[config.mk]
export PLATFORM = sky130hd
export DESIGN_NAME = ltcc_merge
export DESIGN_NICKNAME = d
export VERILOG_FILES = /design/src/design/ltcc_pkg.sv /design/src/design/ltcc_merge.sv
export SDC_FILE = /design/constraint.sdc
export NUM_CORES = 1
export LEC_CHECK = 0
export ABC_AREA = 0
export BUFFER_PORTS_ARGS = -buffer_cell sky130_fd_sc_hd__buf_2
export CAP_MARGIN = 20
export CORE_ASPECT_RATIO = 0.75
export CORE_UTILIZATION = 45
export CTS_BUF_LIST = sky130_fd_sc_hd__clkbuf_4
export DETAILED_ROUTE_END_ITERATION = 10
export GPL_ROUTABILITY_DRIVEN = 0
export PLACE_DENSITY_LB_ADDON = 0.25
export SLEW_MARGIN = 5
export SYNTH_ARGS = -nofsm -noshare
export SYNTH_HDL_FRONTEND = slang
export SYNTH_SLANG_ARGS = --single-unit
[constraint.sdc]
create_clock -name clk -period 6.86 [get_ports clk]
set_clock_uncertainty 0.05 [all_clocks]
set_input_delay 0.343 -clock clk [delete_from_list [all_inputs] [get_ports clk]]
set_output_delay 0.343 -clock clk [all_outputs]
set_load 0.02 [all_outputs]
[src/design/ltcc_pkg.sv]
// ---------------------------------------------------------------------------
// LUT tree cover cost select: shared package
// Field widths, opcodes, table write bundle and node slot reduction.
// ---------------------------------------------------------------------------
`timescale 1ns / 1ps

package ltcc_pkg;

  localparam int unsigned ID_W      = 12;
  localparam int unsigned ID_SPAN   = 4096;
  localparam int unsigned SIZE_W    = 3;
  localparam int unsigned MASK_W    = 6;
  localparam int unsigned IDX_W     = 6;
  localparam int unsigned COST_W    = 16;
  localparam int unsigned MAX_LANES = 6;

  localparam logic [COST_W-1:0] COST_MAX = '1;

  typedef enum logic {
    OP_PI  = 1'b0,
    OP_CUT = 1'b1
  } op_t;

  // One write into the replicated cost tables.
  typedef struct packed {
    logic              en;
    logic [ID_W-1:0]   slot;
    logic [COST_W-1:0] cost;
  } tbl_wr_t;

  // Control for the running minimum in the merge stage.
  typedef struct packed {
    logic en;
    logic last;
  } step_t;

  // Reduces an id modulo the table span by restoring subtraction. For a span of
  // at least 16, a 12-bit id needs no more than eight steps.
  function automatic logic [ID_W-1:0] node_slot(input logic [ID_W-1:0] id,
                                                 input int unsigned span);
    logic [31:0] r;
    logic [31:0] d;
    r = 32'(id);
    for (int k = 7; k >= 0; k--) begin
      d = 32'(span) << k;
      if (r >= d) begin
        r = r - d;
      end
    end
    return r[ID_W-1:0];
  endfunction

endpackage

[src/design/ltcc_merge.sv]
// ---------------------------------------------------------------------------
// LUT tree cover cost select: merge stage
// Sums the lane costs and tracks the running minimum over a node's cuts.
// ---------------------------------------------------------------------------
`timescale 1ns / 1ps

module ltcc_merge import ltcc_pkg::*; #(
  parameter int unsigned LUT_INPUTS = 6,
  parameter int unsigned MAX_CUTS   = 64
) (
  input  logic              clk,
  input  logic              rst,
  input  logic [COST_W-1:0] contrib [LUT_INPUTS],
  input  step_t             step,
  output logic [COST_W-1:0] best_cost,
  output logic [IDX_W-1:0]  best_index
);

  localparam int unsigned SUM_W   = COST_W + $clog2(LUT_INPUTS + 1);
  localparam int unsigned IDX_TOP = (1 << IDX_W) - 1;
  localparam int unsigned LIM_RAW = MAX_CUTS - 1;
  localparam int unsigned CNT_LIM = (LIM_RAW > IDX_TOP) ? IDX_TOP : LIM_RAW;

  logic [SUM_W-1:0]  sum;
  logic [COST_W-1:0] cost;
  logic              better;
  logic [COST_W-1:0] run_min;
  logic [IDX_W-1:0]  run_idx;
  logic [IDX_W-1:0]  cnt;

  always_comb begin
    sum = SUM_W'(1);
    for (int i = 0; i < int'(LUT_INPUTS); i++) begin
      sum = sum + SUM_W'(contrib[i]);
    end
    cost = (sum > SUM_W'(COST_MAX)) ? COST_MAX : sum[COST_W-1:0];
  end

  // Only a strictly smaller cost wins, so the first best cut is kept.
  assign better     = cost < run_min;
  assign best_cost  = better ? cost : run_min;
  assign best_index = better ? cnt : run_idx;

  always_ff @(posedge clk) begin
    if (rst) begin
      run_min <= COST_MAX;
      run_idx <= '0;
      cnt     <= '0;
    end else if (step.en) begin
      if (step.last) begin
        run_min <= COST_MAX;
        run_idx <= '0;
        cnt     <= '0;
      end else begin
        run_min <= best_cost;
        run_idx <= best_index;
        if (cnt < IDX_W'(CNT_LIM)) begin
          cnt <= cnt + 1'b1;
        end
      end
    end
  end

endmodule

=== Yosys cells after proc, flatten, opt, wreduce, memory -nomap -nowiden ===
Cells that the tools add are included.

* Bits in registers: 28
* Bits in latches: 0
* RAM bits: 0
* ROM bits: 0
* Input bits: 100
* Output and inout port bits: 22
* Word-level logic and storage cells: 22
* Memories: 0

* Add/sub/neg operators: 7
* Multiply operators: 0
* Divide/modulo/power cells: 0
* $lt $le $gt $ge: 3
* Equal/unequal tests: 0
* Shift operators: 0
* Multiplexer cells: 7
* Bitwise gates (word level): 0
* Reduce and logical (&&, ||, !) cells: 2

{| class="wikitable"
|+ Operator list
! cell !! count
|-
| 19-bit by 16-bit adder with 19-bit output || 3
|-
| 16-bit 2-to-1 mux || 3
|-
| 6-bit 2-to-1 mux || 4
|-
| 18-bit by 16-bit adder with 19-bit output || 1
|-
| 19-bit by 16-bit greater-than comparator with 1-bit output (second input constant) || 1
|-
| 17-bit by 16-bit adder with 18-bit output || 1
|-
| 1-bit by 16-bit adder with 17-bit output (first input constant) || 1
|-
| 16-bit < comparator || 1
|-
| 6-bit by 1-bit adder with 6-bit output (second input constant) || 1
|-
| 6-bit < comparator (second input constant) || 1
|-
| 2-bit AND reduction || 1
|-
| 2-bit nonzero test || 1
|}

=== Logic depth before layout (Yosys ltp) ===
Gate-level depths: netlist of run 1.

* Word-level depth: 11
* Mapped depth: 29
* Depth with buffers taken out: 24

=== Worst setup path after synthesis of run 1 ===
OpenSTA, ideal clock, no wires.

* Path type: in2out
* Start point: in contrib[6] (netlist bit)
* End point: out best_cost[10]
* Arrival time: 5914 ps
* Path slack: 553 ps
* Stages on the path: 27
* Path buffers: 4
* Path through: inv_1 > fa_1 > inv_1 > fa_1 > inv_1 > fa_1 > inv_1 > ha_1 > o211ai_1 > o211ai_2 > nand3_1 > a311o_1 > a2111oi_2 > buf_4 > nand2b_1 > ha_1 > o21a_1 > o21a_1 > o22ai_1 > nand4b_1 > a21oi_1 > a22o_1 > buf_4 > buf_6 > buf_4 > nor2_1 > a31oi_1

* Cells in the longest elaborated chain, start to end: 5

{| class="wikitable"
|+ Ends and longest elaborated chain
! element !! line !! RTL
|-
| start: declaration || ltcc_merge.sv:13 || <nowiki>input logic [COST_W-1:0] contrib [LUT_INPUTS],</nowiki>
|-
| 19-bit by 16-bit adder with 19-bit output * || ltcc_merge.sv:34 || <nowiki>sum = sum + SUM_W'(contrib[i]);</nowiki>
|-
| 19-bit by 16-bit greater-than comparator with 1-bit output || ltcc_merge.sv:36 || <nowiki>cost = (sum > SUM_W'(COST_MAX)) ? COST_MAX : sum[COST_W-1:0];</nowiki>
|-
| 16-bit 2-to-1 mux * || ltcc_merge.sv:36 ||
|-
| 16-bit < comparator || ltcc_merge.sv:40 || <nowiki>assign better = cost < run_min;</nowiki>
|-
| 16-bit 2-to-1 mux * || ltcc_merge.sv:41 || <nowiki>assign best_cost = better ? cost : run_min;</nowiki>
|-
| end: declaration || ltcc_merge.sv:15 || <nowiki>output logic [COST_W-1:0] best_cost,</nowiki>
|}

Mark *: on every way between the ends. The rest lies on a longest branch, timed or not.

=== Worst setup path in the final report of run 1 ===
* Start point: in contrib[3] (netlist bit)
* End point: out best_cost[13]

Same word-level chain as after synthesis.

==> metrics.txt, run 1 <==
# TYPE chip_impl_metric gauge
chip_impl_metric{name="drive_gt1_share",unit="%"} 24.9
chip_impl_metric{name="post-route-drc-count",unit=""} 0
chip_impl_metric{name="share_of_async_settable_or_async_resettable_flops_after_synthesis",unit="%"} 0
chip_impl_metric{name="cts_max_path_bufs",unit=""} 2
chip_impl_metric{name="achievable-frequency",unit="GHz"} 0.153
chip_impl_metric{name="rows",unit=""} 31
chip_impl_info{name="synth_top_family_by_area",value="adder cells"} 1
chip_impl_metric{name="max_stage_delay",unit="ns"} 0.53
chip_impl_metric{name="initial_core_util",unit="%"} 47.1
chip_impl_info{name="start_kind",value="input port"} 1
chip_impl_info{name="top_library_cells_by_usage_in_the_layout_fill_and_taps_aside",value="180 x sky130_fd_sc_hd__inv_1, 121 x sky130_fd_sc_hd__buf_2, 63 x sky130_fd_sc_hd__fa_1"} 1
chip_impl_metric{name="dieHeight",unit="µm"} 89.8
chip_impl_metric{name="antenna_fix_cells",unit=""} 0
chip_impl_metric{name="tightestPinTransition",unit="ns"} 0.859
chip_impl_metric{name="yosys_reg_bits",unit=""} 28
chip_impl_metric{name="clk_pin_slew_worst_paths",unit="ns"} 0.17
chip_impl_metric{name="cp.required",unit="ns"} 6.47
chip_impl_metric{name="cp.buffers_inverters",unit=""} 9
chip_impl_metric{name="grt_first_pass_wirelength",unit="µm"} 18000
chip_impl_metric{name="worst-endpoint-arrival",unit="ns"} 6.14
chip_impl_metric{name="number_of_ports_placed_on_the_die_boundary",unit=""} 122
chip_impl_metric{name="avgSynthCellArea",unit="µm²"} 8.02
chip_impl_metric{name="total_via_count_after_detailed_routing",unit=""} 4161
chip_impl_metric{name="timing.final.crit_share",unit="%"} 95.2
chip_impl_info{name="status",value="finished, final reports clean"} 1
chip_impl_metric{name="relSlewSlack",unit="%"} 42.7
chip_impl_metric{name="postLayoutCellArea",unit="µm²"} 5530
chip_impl_metric{name="yosysSeqAreaShare",unit="%"} 12.1
chip_impl_metric{name="grt.total_usage",unit="%"} 19.6
chip_impl_metric{name="die_x",unit="µm"} 119
chip_impl_metric{name="design.final.nets",unit=""} 890
chip_impl_metric{name="first_global_vias",unit=""} 4223
chip_impl_info{name="category_of_the_most_critical_setup_path",value="input port to output pin"} 1
chip_impl_metric{name="hold_viol",unit=""} 0
chip_impl_metric{name="clock_sink_count",unit=""} 28
chip_impl_metric{name="grt_start_max_net_pins",unit=""} 35
chip_impl_metric{name="core_region_area",unit="µm²"} 9810
chip_impl_metric{name="vias_per_cell",unit=""} 5.05
chip_impl_metric{name="die-area",unit="µm²"} 10700
chip_impl_metric{name="yosysWarnings",unit=""} 0
chip_impl_metric{name="global_route.overflow_total",unit=""} 0
chip_impl_metric{name="initialDrtViolationCount",unit=""} 171
chip_impl_metric{name="max-cap-violations",unit=""} 0
chip_impl_metric{name="antenna_found_initial",unit=""} 0
chip_impl_metric{name="synth_xor_area_share",unit="%"} 2.84
chip_impl_metric{name="route.antenna.remaining_nets",unit=""} 0
chip_impl_metric{name="synth_area_in_adders",unit="%"} 36.4
chip_impl_metric{name="worstSkewPairLatency",unit="ns"} 0.34
chip_impl_metric{name="synth_simple_gate_area_share",unit="%"} 14.2
chip_impl_metric{name="ctsHtreeMaxLevel",unit=""} 1
chip_impl_metric{name="synth-edff-count",unit=""} 0
chip_impl_metric{name="postSynthCellCount",unit=""} 576
chip_impl_metric{name="post_drt_wl_per_cell",unit="µm"} 12.1
chip_impl_metric{name="multi_input_gate_area",unit="µm²"} 3360
chip_impl_info{name="clock-root-buffer",value="sky130_fd_sc_hd__clkbuf_4"} 1
chip_impl_metric{name="mappedNetlistArea",unit="µm²"} 4620
chip_impl_info{name="critPathTopFamily",value="adder cells"} 1
chip_impl_metric{name="hpwl",unit="µm"} 8330
chip_impl_info{name="critical_path.most_common_cell",value="sky130_fd_sc_hd__inv_1"} 1
chip_impl_metric{name="setup_violations",unit=""} 0
chip_impl_metric{name="final.fill_count",unit=""} 930
chip_impl_metric{name="flow.area_growth_from_synthesis",unit="%"} 19.6
chip_impl_metric{name="placement.cell_area",unit="µm²"} 5360
chip_impl_metric{name="compound_cell_area_share_of_the_yosys_netlist",unit="%"} 14.9
chip_impl_metric{name="slew_viol_final",unit=""} 0
chip_impl_info{name="leading_cell_type_in_the_layout_fill_and_taps_excluded",value="sky130_fd_sc_hd__inv_1"} 1
chip_impl_metric{name="mappedNetlistNets",unit=""} 772
chip_impl_metric{name="synth.area.mux_share",unit="%"} 2.44
chip_impl_metric{name="number_of_unique_standard_cell_types_used_by_synthesis",unit=""} 48
chip_impl_metric{name="regArea",unit="µm²"} 561
chip_impl_metric{name="drtPass1Iterations",unit=""} 4
chip_impl_info{name="postSynth.topFlopCell",value="sky130_fd_sc_hd__dfxtp_1"} 1
chip_impl_info{name="setup.worst_path.end_class",value="output pin"} 1
chip_impl_metric{name="crit_path_max_fanout",unit=""} 17
chip_impl_metric{name="final_period_minus_worst_setup_slack",unit="ns"} 6.53
chip_impl_info{name="tritoncts",value="built"} 1
chip_impl_metric{name="final_wl",unit="µm"} 9970
chip_impl_info{name="cpMaxStageDelayCell",value="sky130_fd_sc_hd__fa_1"} 1
chip_impl_info{name="min-delay-path-class",value="input port to flip-flop"} 1
chip_impl_metric{name="cts_buffers",unit=""} 3
chip_impl_metric{name="placement.io_buffers",unit=""} 121
## path summary, 6_finish.rpt
check,from,endpoint,slack [ns],cells past startpoint
max,contrib[3],best_cost[13],0.33,27
min,rst,run_idx[2]$_SDFFE_PP0P_,0.23,2
max reg2reg,run_min[13]$_SDFFE_PP1P_,run_min[12]$_SDFFE_PP1P_,4.23,11
min reg2reg,run_idx[1]$_SDFFE_PP0P_,run_idx[1]$_SDFFE_PP0P_,0.45,2
## cells by family after synthesis
| family | after synthesis |
|---|---|
| compound gates | 105 |
| mux | 10 |
| buf+inv | 200 |
| fa+ha+maj | 96 |
| flops | 28 |
| simple gates | 122 |
| xor+xnor | 15 |
## timing repair
action / in CTS / in global routing
resized for setup: 0 / 19
hold buffers: 0 / 0
buffers inserted: 0 / 3
endpoints found under the setup margin: 0 / 22
## sequential cells by signal, summed over array words and instances, names as in the netlist
| register | cells |
|---|---|
| run_min | 16 |
| cnt | 6 |
| run_idx | 6 |
## cell type report
| type | instances | area share, % |
|---|---|---|
| clock buffer | 3 | 0.407 |
| sequential | 28 | 10.1 |
| timing repair buffer | 133 | 13.5 |
| multi-input combinational | 348 | 60.8 |
| inverter | 180 | 12.2 |
| tap | 132 | 2.99 |
## through the flow
step / hold slack [ns] / instances / setup slack [ns] / util [%] / setup TNS, ns
finish: 0.233 / 824 / 0.329 / 56.3 / 0
global route: 0.245 / 824 / -0.0175 / 56.3 / -0.0891
CTS: 0.239 / 820 / 0.0647 / 54.9 / 0
detailed placement: 0.431 / 817 / 0.0877 / 54.7 / 0
global placement: 0.424 / 817 / 0.197 / 54.7 / 0
floorplan: 0.411 / 576 / 0.553 / - / 0
## per-layer routing
layer	GRT usage, %	share of wire [%]	up-vias	routed length, µm
met5	0	0	-	0
met4	2.22	0.51	0	51
met3	1.90	6.0	6	594
met2	33.7	45	146	4520
met1	27.5	48	1939	4800
li1	-	-	2070	-
## cells in the mapped netlist (all sizes together), types with 4 or more instances
cell    instances  area, µm²
buf            11       80.1
inv           180        676
nand2          36        135
nand3           8       40.0
o21ai          11       55.1
or3b            6       52.6
a211oi          4       30.0
nand2b          4       25.0
clkbuf          9       33.8
mux2           10        113
nor4b          14        123
a31oi          33        206
xor2            9       78.8
ha             32        400
dfxtp          28        561
nor3            7       35.0
o211ai          4       35.0
a21oi          27        135
fa             64       1280
nor2           26       97.6
xnor2           6       52.6
nand4b          7       61.3
nand4           4       25.0
Power of run 1 is left out: the tool's default activity adds up to more than one toggle a clock period on the data nets, which glitch-free logic cannot reach.
==> inputs of run 2 (changes only) <==
--- a/config.mk
+++ b/config.mk
@@ -10,7 +10,7 @@
 export CAP_MARGIN = 20
 export CORE_ASPECT_RATIO = 0.75
 export CORE_UTILIZATION = 45
-export CTS_BUF_LIST = sky130_fd_sc_hd__clkbuf_4
+export CTS_BUF_LIST = sky130_fd_sc_hd__clkbuf_4 sky130_fd_sc_hd__clkbuf_8
 export DETAILED_ROUTE_END_ITERATION = 10
 export GPL_ROUTABILITY_DRIVEN = 0
 export PLACE_DENSITY_LB_ADDON = 0.25
==> run 2 against run 1 <==
Net effect: routed wire length decreased by 0.29%; hold slack gained 0.082 ns; highest routed layer unchanged; critical path depth unchanged; fmax about the same; register-to-register slack is essentially flat; final cell count stayed put.
==> metrics.txt, run 2 (same netlist as run 1, synthesis figures left out) <==
# TYPE chip_impl_metric gauge
chip_impl_metric{name="hpwl",unit="µm"} 8330
chip_impl_metric{name="clock_sink_count",unit=""} 28
chip_impl_metric{name="drtPass1Iterations",unit=""} 5
chip_impl_metric{name="grt.total_usage",unit="%"} 19.6
chip_impl_metric{name="post_drt_wl_per_cell",unit="µm"} 12.1
chip_impl_metric{name="worstSkewPairLatency",unit="ns"} 0.28
chip_impl_metric{name="multi_input_gate_area",unit="µm²"} 3360
chip_impl_metric{name="largest_register_ffs",unit=""} 16
chip_impl_info{name="tritoncts",value="built"} 1
chip_impl_info{name="critPathTopFamily",value="adder cells"} 1
chip_impl_metric{name="relSlewSlack",unit="%"} 41.6
chip_impl_metric{name="max_stage_delay",unit="ns"} 0.53
chip_impl_info{name="min-delay-path-class",value="input port to flip-flop"} 1
chip_impl_metric{name="final.fill_count",unit=""} 931
chip_impl_metric{name="core_region_area",unit="µm²"} 9810
chip_impl_metric{name="initial_core_util",unit="%"} 47.1
chip_impl_metric{name="worst-endpoint-arrival",unit="ns"} 6.14
chip_impl_metric{name="number_of_ports_placed_on_the_die_boundary",unit=""} 122
chip_impl_metric{name="final_period_minus_worst_setup_slack",unit="ns"} 6.53
chip_impl_metric{name="antenna_found_initial",unit=""} 0
chip_impl_metric{name="cp.buffers_inverters",unit=""} 9
chip_impl_metric{name="setup_violations",unit=""} 0
chip_impl_metric{name="design.final.nets",unit=""} 890
chip_impl_metric{name="clk_pin_slew_worst_paths",unit="ns"} 0.11
chip_impl_metric{name="placement.io_buffers",unit=""} 121
chip_impl_metric{name="grt_start_max_net_pins",unit=""} 35
chip_impl_info{name="min-delay-start",value="rst"} 1
chip_impl_metric{name="rows",unit=""} 31
chip_impl_info{name="cpMaxStageDelayCell",value="sky130_fd_sc_hd__fa_1"} 1
chip_impl_metric{name="die_x",unit="µm"} 119
chip_impl_metric{name="cp.required",unit="ns"} 6.47
chip_impl_metric{name="hold_viol",unit=""} 0
chip_impl_info{name="clock-root-buffer",value="sky130_fd_sc_hd__clkbuf_8"} 1
chip_impl_info{name="category_of_the_most_critical_setup_path",value="input port to output pin"} 1
chip_impl_metric{name="grt_first_pass_wirelength",unit="µm"} 18000
chip_impl_metric{name="drive_gt1_share",unit="%"} 24.9
chip_impl_metric{name="first_global_vias",unit=""} 4219
chip_impl_metric{name="vias_per_cell",unit=""} 5.03
chip_impl_metric{name="route.antenna.remaining_nets",unit=""} 0
chip_impl_metric{name="cts_buffers",unit=""} 3
chip_impl_metric{name="cts_max_path_bufs",unit=""} 2
chip_impl_metric{name="final_wl",unit="µm"} 9940
chip_impl_metric{name="antenna_fix_cells",unit=""} 0
chip_impl_info{name="status",value="finished, final reports clean"} 1
chip_impl_metric{name="crit_path_max_fanout",unit=""} 17
chip_impl_metric{name="timing.final.crit_share",unit="%"} 95.2
chip_impl_metric{name="post-route-drc-count",unit=""} 0
chip_impl_metric{name="die-area",unit="µm²"} 10700
chip_impl_info{name="most_flops_register",value="run_min"} 1
chip_impl_info{name="r2r-start",value="run_min[13]$_SDFFE_PP1P_"} 1
chip_impl_info{name="worst_setup_path_start",value="contrib[3]"} 1
chip_impl_metric{name="timing.setup.tns",unit="ns"} 0
chip_impl_metric{name="initialDrtViolationCount",unit=""} 159
chip_impl_metric{name="ctsHtreeMaxLevel",unit=""} 1
chip_impl_info{name="start_kind",value="input port"} 1
chip_impl_info{name="leading_cell_type_in_the_layout_fill_and_taps_excluded",value="sky130_fd_sc_hd__inv_1"} 1
chip_impl_metric{name="total_via_count_after_detailed_routing",unit=""} 4143
chip_impl_metric{name="slew_viol_final",unit=""} 0
chip_impl_metric{name="regArea",unit="µm²"} 561
chip_impl_info{name="largest_registers",value="run_min: 16 flops, cnt: 6 flops, run_idx: 6 flops"} 1
chip_impl_metric{name="achievable-frequency",unit="GHz"} 0.153
chip_impl_metric{name="max-cap-violations",unit=""} 0
chip_impl_metric{name="flow.area_growth_from_synthesis",unit="%"} 20.0
chip_impl_info{name="critical_path.most_common_cell",value="sky130_fd_sc_hd__inv_1"} 1
chip_impl_info{name="top_library_cells_by_usage_in_the_layout_fill_and_taps_aside",value="180 x sky130_fd_sc_hd__inv_1, 121 x sky130_fd_sc_hd__buf_2, 63 x sky130_fd_sc_hd__fa_1"} 1
chip_impl_info{name="setup.worst_path.end_class",value="output pin"} 1
chip_impl_metric{name="tightestPinTransition",unit="ns"} 0.876
chip_impl_metric{name="dieHeight",unit="µm"} 89.8
chip_impl_metric{name="global_route.overflow_total",unit=""} 0
==> run 2: changes by cell type in the layout (fill, tap and decap cells not counted) <==
cell                       delta
sky130_fd_sc_hd__clkbuf_4     -3
sky130_fd_sc_hd__clkbuf_8     +3
==> run 2: per-layer routing <==
| layer | global-route usage, % | wire, µm | share of wire [%] |
|---|---|---|---|
| met1 | 27.4 | 4960 | 50 |
| met2 | 33.8 | 4460 | 45 |
| met3 | 1.90 | 447 | 4.5 |
| met4 | 2.00 | 75 | 0.75 |
| met5 | 0 | 0 | 0 |
==> run 2: worst paths after layout <==
check	cells past startpoint	end	slack (ns)
max	27	best_cost[13]	0.33
min	2	run_idx[2]$_SDFFE_PP0P_	0.32
max reg2reg	11	run_min[11]$_SDFFE_PP1P_	4.23
min reg2reg	2	run_idx[1]$_SDFFE_PP0P_	0.45
==> run 2: final cells by class <==
cell class	instances	share of cell area (%)
Clock buffer	3	0.744
Inverter	180	12.2
Multi-Input combinational cell	348	60.5
Sequential cell	28	10.1
Tap cell	132	2.98
Timing Repair Buffer	133	13.4
==> run 2: through the flow <==
stage               hold slack (ns)  utilization [%]  setup WS [ns]  std cells  area, µm²
global route                  0.332             56.5        -0.0175        824       5550
finish                        0.316             56.5          0.327        824       5550
floorplan                     0.411                -          0.553        576       4620
CTS                           0.316             55.1         0.0647        820       5410
global placement              0.424             54.7          0.197        817       5360
detailed placement            0.431             54.7         0.0877        817       5360
==> run 2: timing repair <==
action / in CTS / in global routing
resized for setup: 0 / 19
buffers inserted: 0 / 3
setup endpoints to repair: 0 / 23
hold buffers: 0 / 0
Power of run 2 is left out for the same reason.
==> inputs of run 3 (changes only) <==
--- a/config.mk
+++ b/config.mk
@@ -11,6 +11,7 @@
 export CORE_ASPECT_RATIO = 0.75
 export CORE_UTILIZATION = 45
 export CTS_BUF_LIST = sky130_fd_sc_hd__clkbuf_4 sky130_fd_sc_hd__clkbuf_8
+export CTS_CLUSTER_SIZE = 20
 export DETAILED_ROUTE_END_ITERATION = 10
 export GPL_ROUTABILITY_DRIVEN = 0
 export PLACE_DENSITY_LB_ADDON = 0.25
==> constraint.sdc (replaced) <==
create_clock -name clk -period 7 [get_ports clk]
set_clock_uncertainty 0.05 [all_clocks]
set_input_delay 1.4 -clock clk [delete_from_list [all_inputs] [get_ports clk]]
set_output_delay 1.4 -clock clk [all_outputs]
set_load 0.02 [all_outputs]
==> run 3 against run 2 <==
Net effect: first-iteration DRC count rose by 40%; die area did not move; largest cell class unchanged; highest routed layer unchanged; non-clock buffer count rose by 78; critical endpoint unchanged; the run now ends with setup timing left.
==> metrics.txt, run 3 (same netlist as run 1, synthesis figures left out) <==
# TYPE chip_impl_metric gauge
chip_impl_info{name="min-delay-start",value="run_idx[1]$_SDFFE_PP0P_"} 1
chip_impl_metric{name="number_of_ports_placed_on_the_die_boundary",unit=""} 122
chip_impl_metric{name="slew_viol_final",unit=""} 0
chip_impl_metric{name="drive_gt1_share",unit="%"} 44.2
chip_impl_info{name="category_of_the_most_critical_setup_path",value="input port to output pin"} 1
chip_impl_metric{name="number_of_cells_on_the_worst_reg_to_reg_path",unit=""} 13
chip_impl_metric{name="rows",unit=""} 31
chip_impl_metric{name="grt_start_max_net_pins",unit=""} 21
chip_impl_metric{name="timing.setup.tns",unit="ns"} -30.86
chip_impl_metric{name="largest_register_ffs",unit=""} 16
chip_impl_metric{name="final.fill_count",unit=""} 694
chip_impl_metric{name="postLayoutCellArea",unit="µm²"} 7300
chip_impl_metric{name="post_drt_wl_per_cell",unit="µm"} 15.2
chip_impl_info{name="min-delay-path-class",value="flip-flop to flip-flop"} 1
chip_impl_metric{name="final_period_minus_worst_setup_slack",unit="ns"} 8.44
chip_impl_metric{name="core_region_area",unit="µm²"} 9810
chip_impl_metric{name="hpwl",unit="µm"} 9570
chip_impl_metric{name="crit_path_max_fanout",unit=""} 8
chip_impl_metric{name="grt.total_usage",unit="%"} 24.5
chip_impl_metric{name="max-cap-violations",unit=""} 0
chip_impl_info{name="rsz_0062_raised_after_global_routing",value="yes"} 1
chip_impl_metric{name="grt_first_pass_wirelength",unit="µm"} 21700
chip_impl_metric{name="antenna_fix_cells",unit=""} 0
chip_impl_metric{name="drtPass1Iterations",unit=""} 4
chip_impl_info{name="status",value="finished, violations left"} 1
chip_impl_metric{name="worstSkewPairLatency",unit="ns"} 0.29
chip_impl_metric{name="design.final.nets",unit=""} 968
chip_impl_info{name="largest_registers",value="run_min: 16 flops, cnt: 6 flops, run_idx: 6 flops"} 1
chip_impl_info{name="r2r-start",value="run_min[14]$_SDFFE_PP1P_"} 1
chip_impl_metric{name="antenna_found_initial",unit=""} 0
chip_impl_metric{name="placement.cell_area",unit="µm²"} 6450
chip_impl_metric{name="initial_core_util",unit="%"} 47.1
chip_impl_metric{name="setup_violations",unit=""} 27
chip_impl_info{name="most_used_layer_global_route",value="met2"} 1
chip_impl_info{name="worst_setup_path_start",value="contrib[3]"} 1
chip_impl_metric{name="global_route.usage.met3",unit="%"} 3.11
chip_impl_info{name="violations_in_the_final_reports",value="setup timing"} 1
chip_impl_metric{name="cp.required",unit="ns"} 5.55
chip_impl_metric{name="flow.area_growth_from_synthesis",unit="%"} 58.0
chip_impl_metric{name="initialDrtViolationCount",unit=""} 223
chip_impl_metric{name="whs_path_depth",unit=""} 2
chip_impl_metric{name="clock_sink_count",unit=""} 28
chip_impl_info{name="top_library_cells_by_usage_in_the_layout_fill_and_taps_aside",value="167 x sky130_fd_sc_hd__inv_1, 100 x sky130_fd_sc_hd__buf_2, 68 x sky130_fd_sc_hd__buf_4"} 1
chip_impl_metric{name="final_wl",unit="µm"} 13700
chip_impl_info{name="setup.worst_path.end_class",value="output pin"} 1
chip_impl_info{name="clock-root-buffer",value="sky130_fd_sc_hd__clkbuf_8"} 1
chip_impl_info{name="start_kind",value="input port"} 1
chip_impl_metric{name="ctsHtreeMaxLevel",unit=""} 1
chip_impl_metric{name="total_via_count_after_detailed_routing",unit=""} 4718
chip_impl_metric{name="clk_pin_slew_worst_paths",unit="ns"} 0.10
chip_impl_metric{name="post-route-drc-count",unit=""} 0
chip_impl_metric{name="cts_max_path_bufs",unit=""} 2
chip_impl_metric{name="worst-endpoint-arrival",unit="ns"} 6.99
chip_impl_metric{name="hold_viol",unit=""} 0
chip_impl_metric{name="global_route.overflow_total",unit=""} 0
chip_impl_metric{name="vias_per_cell",unit=""} 5.22
chip_impl_metric{name="timing.final.crit_share",unit="%"} 121
chip_impl_metric{name="route.antenna.remaining_nets",unit=""} 0
chip_impl_metric{name="post-place-ws",unit="ns"} -1.43
chip_impl_metric{name="placement.io_buffers",unit=""} 121
chip_impl_metric{name="whs",unit="ns"} 0.458
chip_impl_info{name="most_flops_register",value="run_min"} 1
chip_impl_metric{name="dieHeight",unit="µm"} 89.8
chip_impl_metric{name="postCtsHoldBufs",unit=""} 0
chip_impl_info{name="tritoncts",value="built"} 1
chip_impl_metric{name="first_global_vias",unit=""} 4813
chip_impl_metric{name="relSlewSlack",unit="%"} 28.8
chip_impl_metric{name="final_critical_path_setup_slack",unit="ns"} -1.44
chip_impl_metric{name="cts_buffers",unit=""} 3
chip_impl_metric{name="grt.met2_usage",unit="%"} 43.8
chip_impl_metric{name="die-area",unit="µm²"} 10700
chip_impl_metric{name="die_x",unit="µm"} 119
chip_impl_info{name="leading_cell_type_in_the_layout_fill_and_taps_excluded",value="sky130_fd_sc_hd__inv_1"} 1
chip_impl_metric{name="grt_util_met1",unit="%"} 31.8
chip_impl_metric{name="tightestPinTransition",unit="ns"} 1.07
chip_impl_metric{name="achievable-frequency",unit="GHz"} 0.118
run 3: path summary, 6_finish.rpt:
| kind | end | slack [ns] |
|---|---|---|
| worst max register to register | run_min[10]$_SDFFE_PP1P_ | 3.96 |
| worst min register to register | run_idx[1]$_SDFFE_PP0P_ | 0.46 |
| worst max-delay path | best_cost[13] | -1.44 |
| worst min-delay path | run_idx[1]$_SDFFE_PP0P_ | 0.46 |
run 3: repair_timing:
item,in CTS,in global routing
endpoints found under the setup margin,25,44
pin swaps,15,18
gates resized for setup,66,55
hold endpoints to repair,0,0
gates cloned,4,1
setup buffers,18,1
run 3: per-layer routing:
layer | wire length, µm | vias to the layer above
met5 | 0 | -
met4 | 238 | 0
met3 | 858 | 24
met2 | 6920 | 200
met1 | 5730 | 2269
li1 | - | 2225
run 3: final cells by class:
cell class              count  area (µm²)  share of cell area, %
clock inverters             1        30.0                  0.411
inverters                 180         686                   9.39
multi-input cells         348        4170                   57.1
repair buffers            211        1650                   22.6
well taps                 132         165                   2.26
flip-flops and latches     28         561                   7.68
clock buffers               3        41.3                  0.566
run 3: metrics by stage:
step	std cells	util, %
floorplan	576	-
global placement	878	65.7
detailed placement	878	65.7
CTS	903	71.7
global route	903	74.4
finish	903	74.4
run 3: critical path: stages:
cell	delay (ns)
sky130_fd_sc_hd__buf_8	0.07
sky130_fd_sc_hd__inv_4	0.03
sky130_fd_sc_hd__fa_1	0.55
sky130_fd_sc_hd__inv_2	0.04
sky130_fd_sc_hd__fa_1	0.55
sky130_fd_sc_hd__inv_2	0.05
sky130_fd_sc_hd__fa_1	0.55
sky130_fd_sc_hd__inv_2	0.06
sky130_fd_sc_hd__ha_4	0.28
sky130_fd_sc_hd__a211oi_4	0.06
sky130_fd_sc_hd__o211ai_2	0.22
sky130_fd_sc_hd__nand3_1	0.13
sky130_fd_sc_hd__a311o_1	0.33
sky130_fd_sc_hd__a2111oi_4	0.31
sky130_fd_sc_hd__buf_6	0.23
sky130_fd_sc_hd__nand2b_4	0.08
sky130_fd_sc_hd__ha_4	0.17
sky130_fd_sc_hd__nor4_2	0.30
sky130_fd_sc_hd__nand3_1	0.18
sky130_fd_sc_hd__o22ai_4	0.16
sky130_fd_sc_hd__nand4b_1	0.16
sky130_fd_sc_hd__a21oi_2	0.19
sky130_fd_sc_hd__a22o_4	0.25
sky130_fd_sc_hd__buf_4	0.15
sky130_fd_sc_hd__mux2_4	0.31
sky130_fd_sc_hd__buf_4	0.16
Power of run 3 is left out for the same reason.
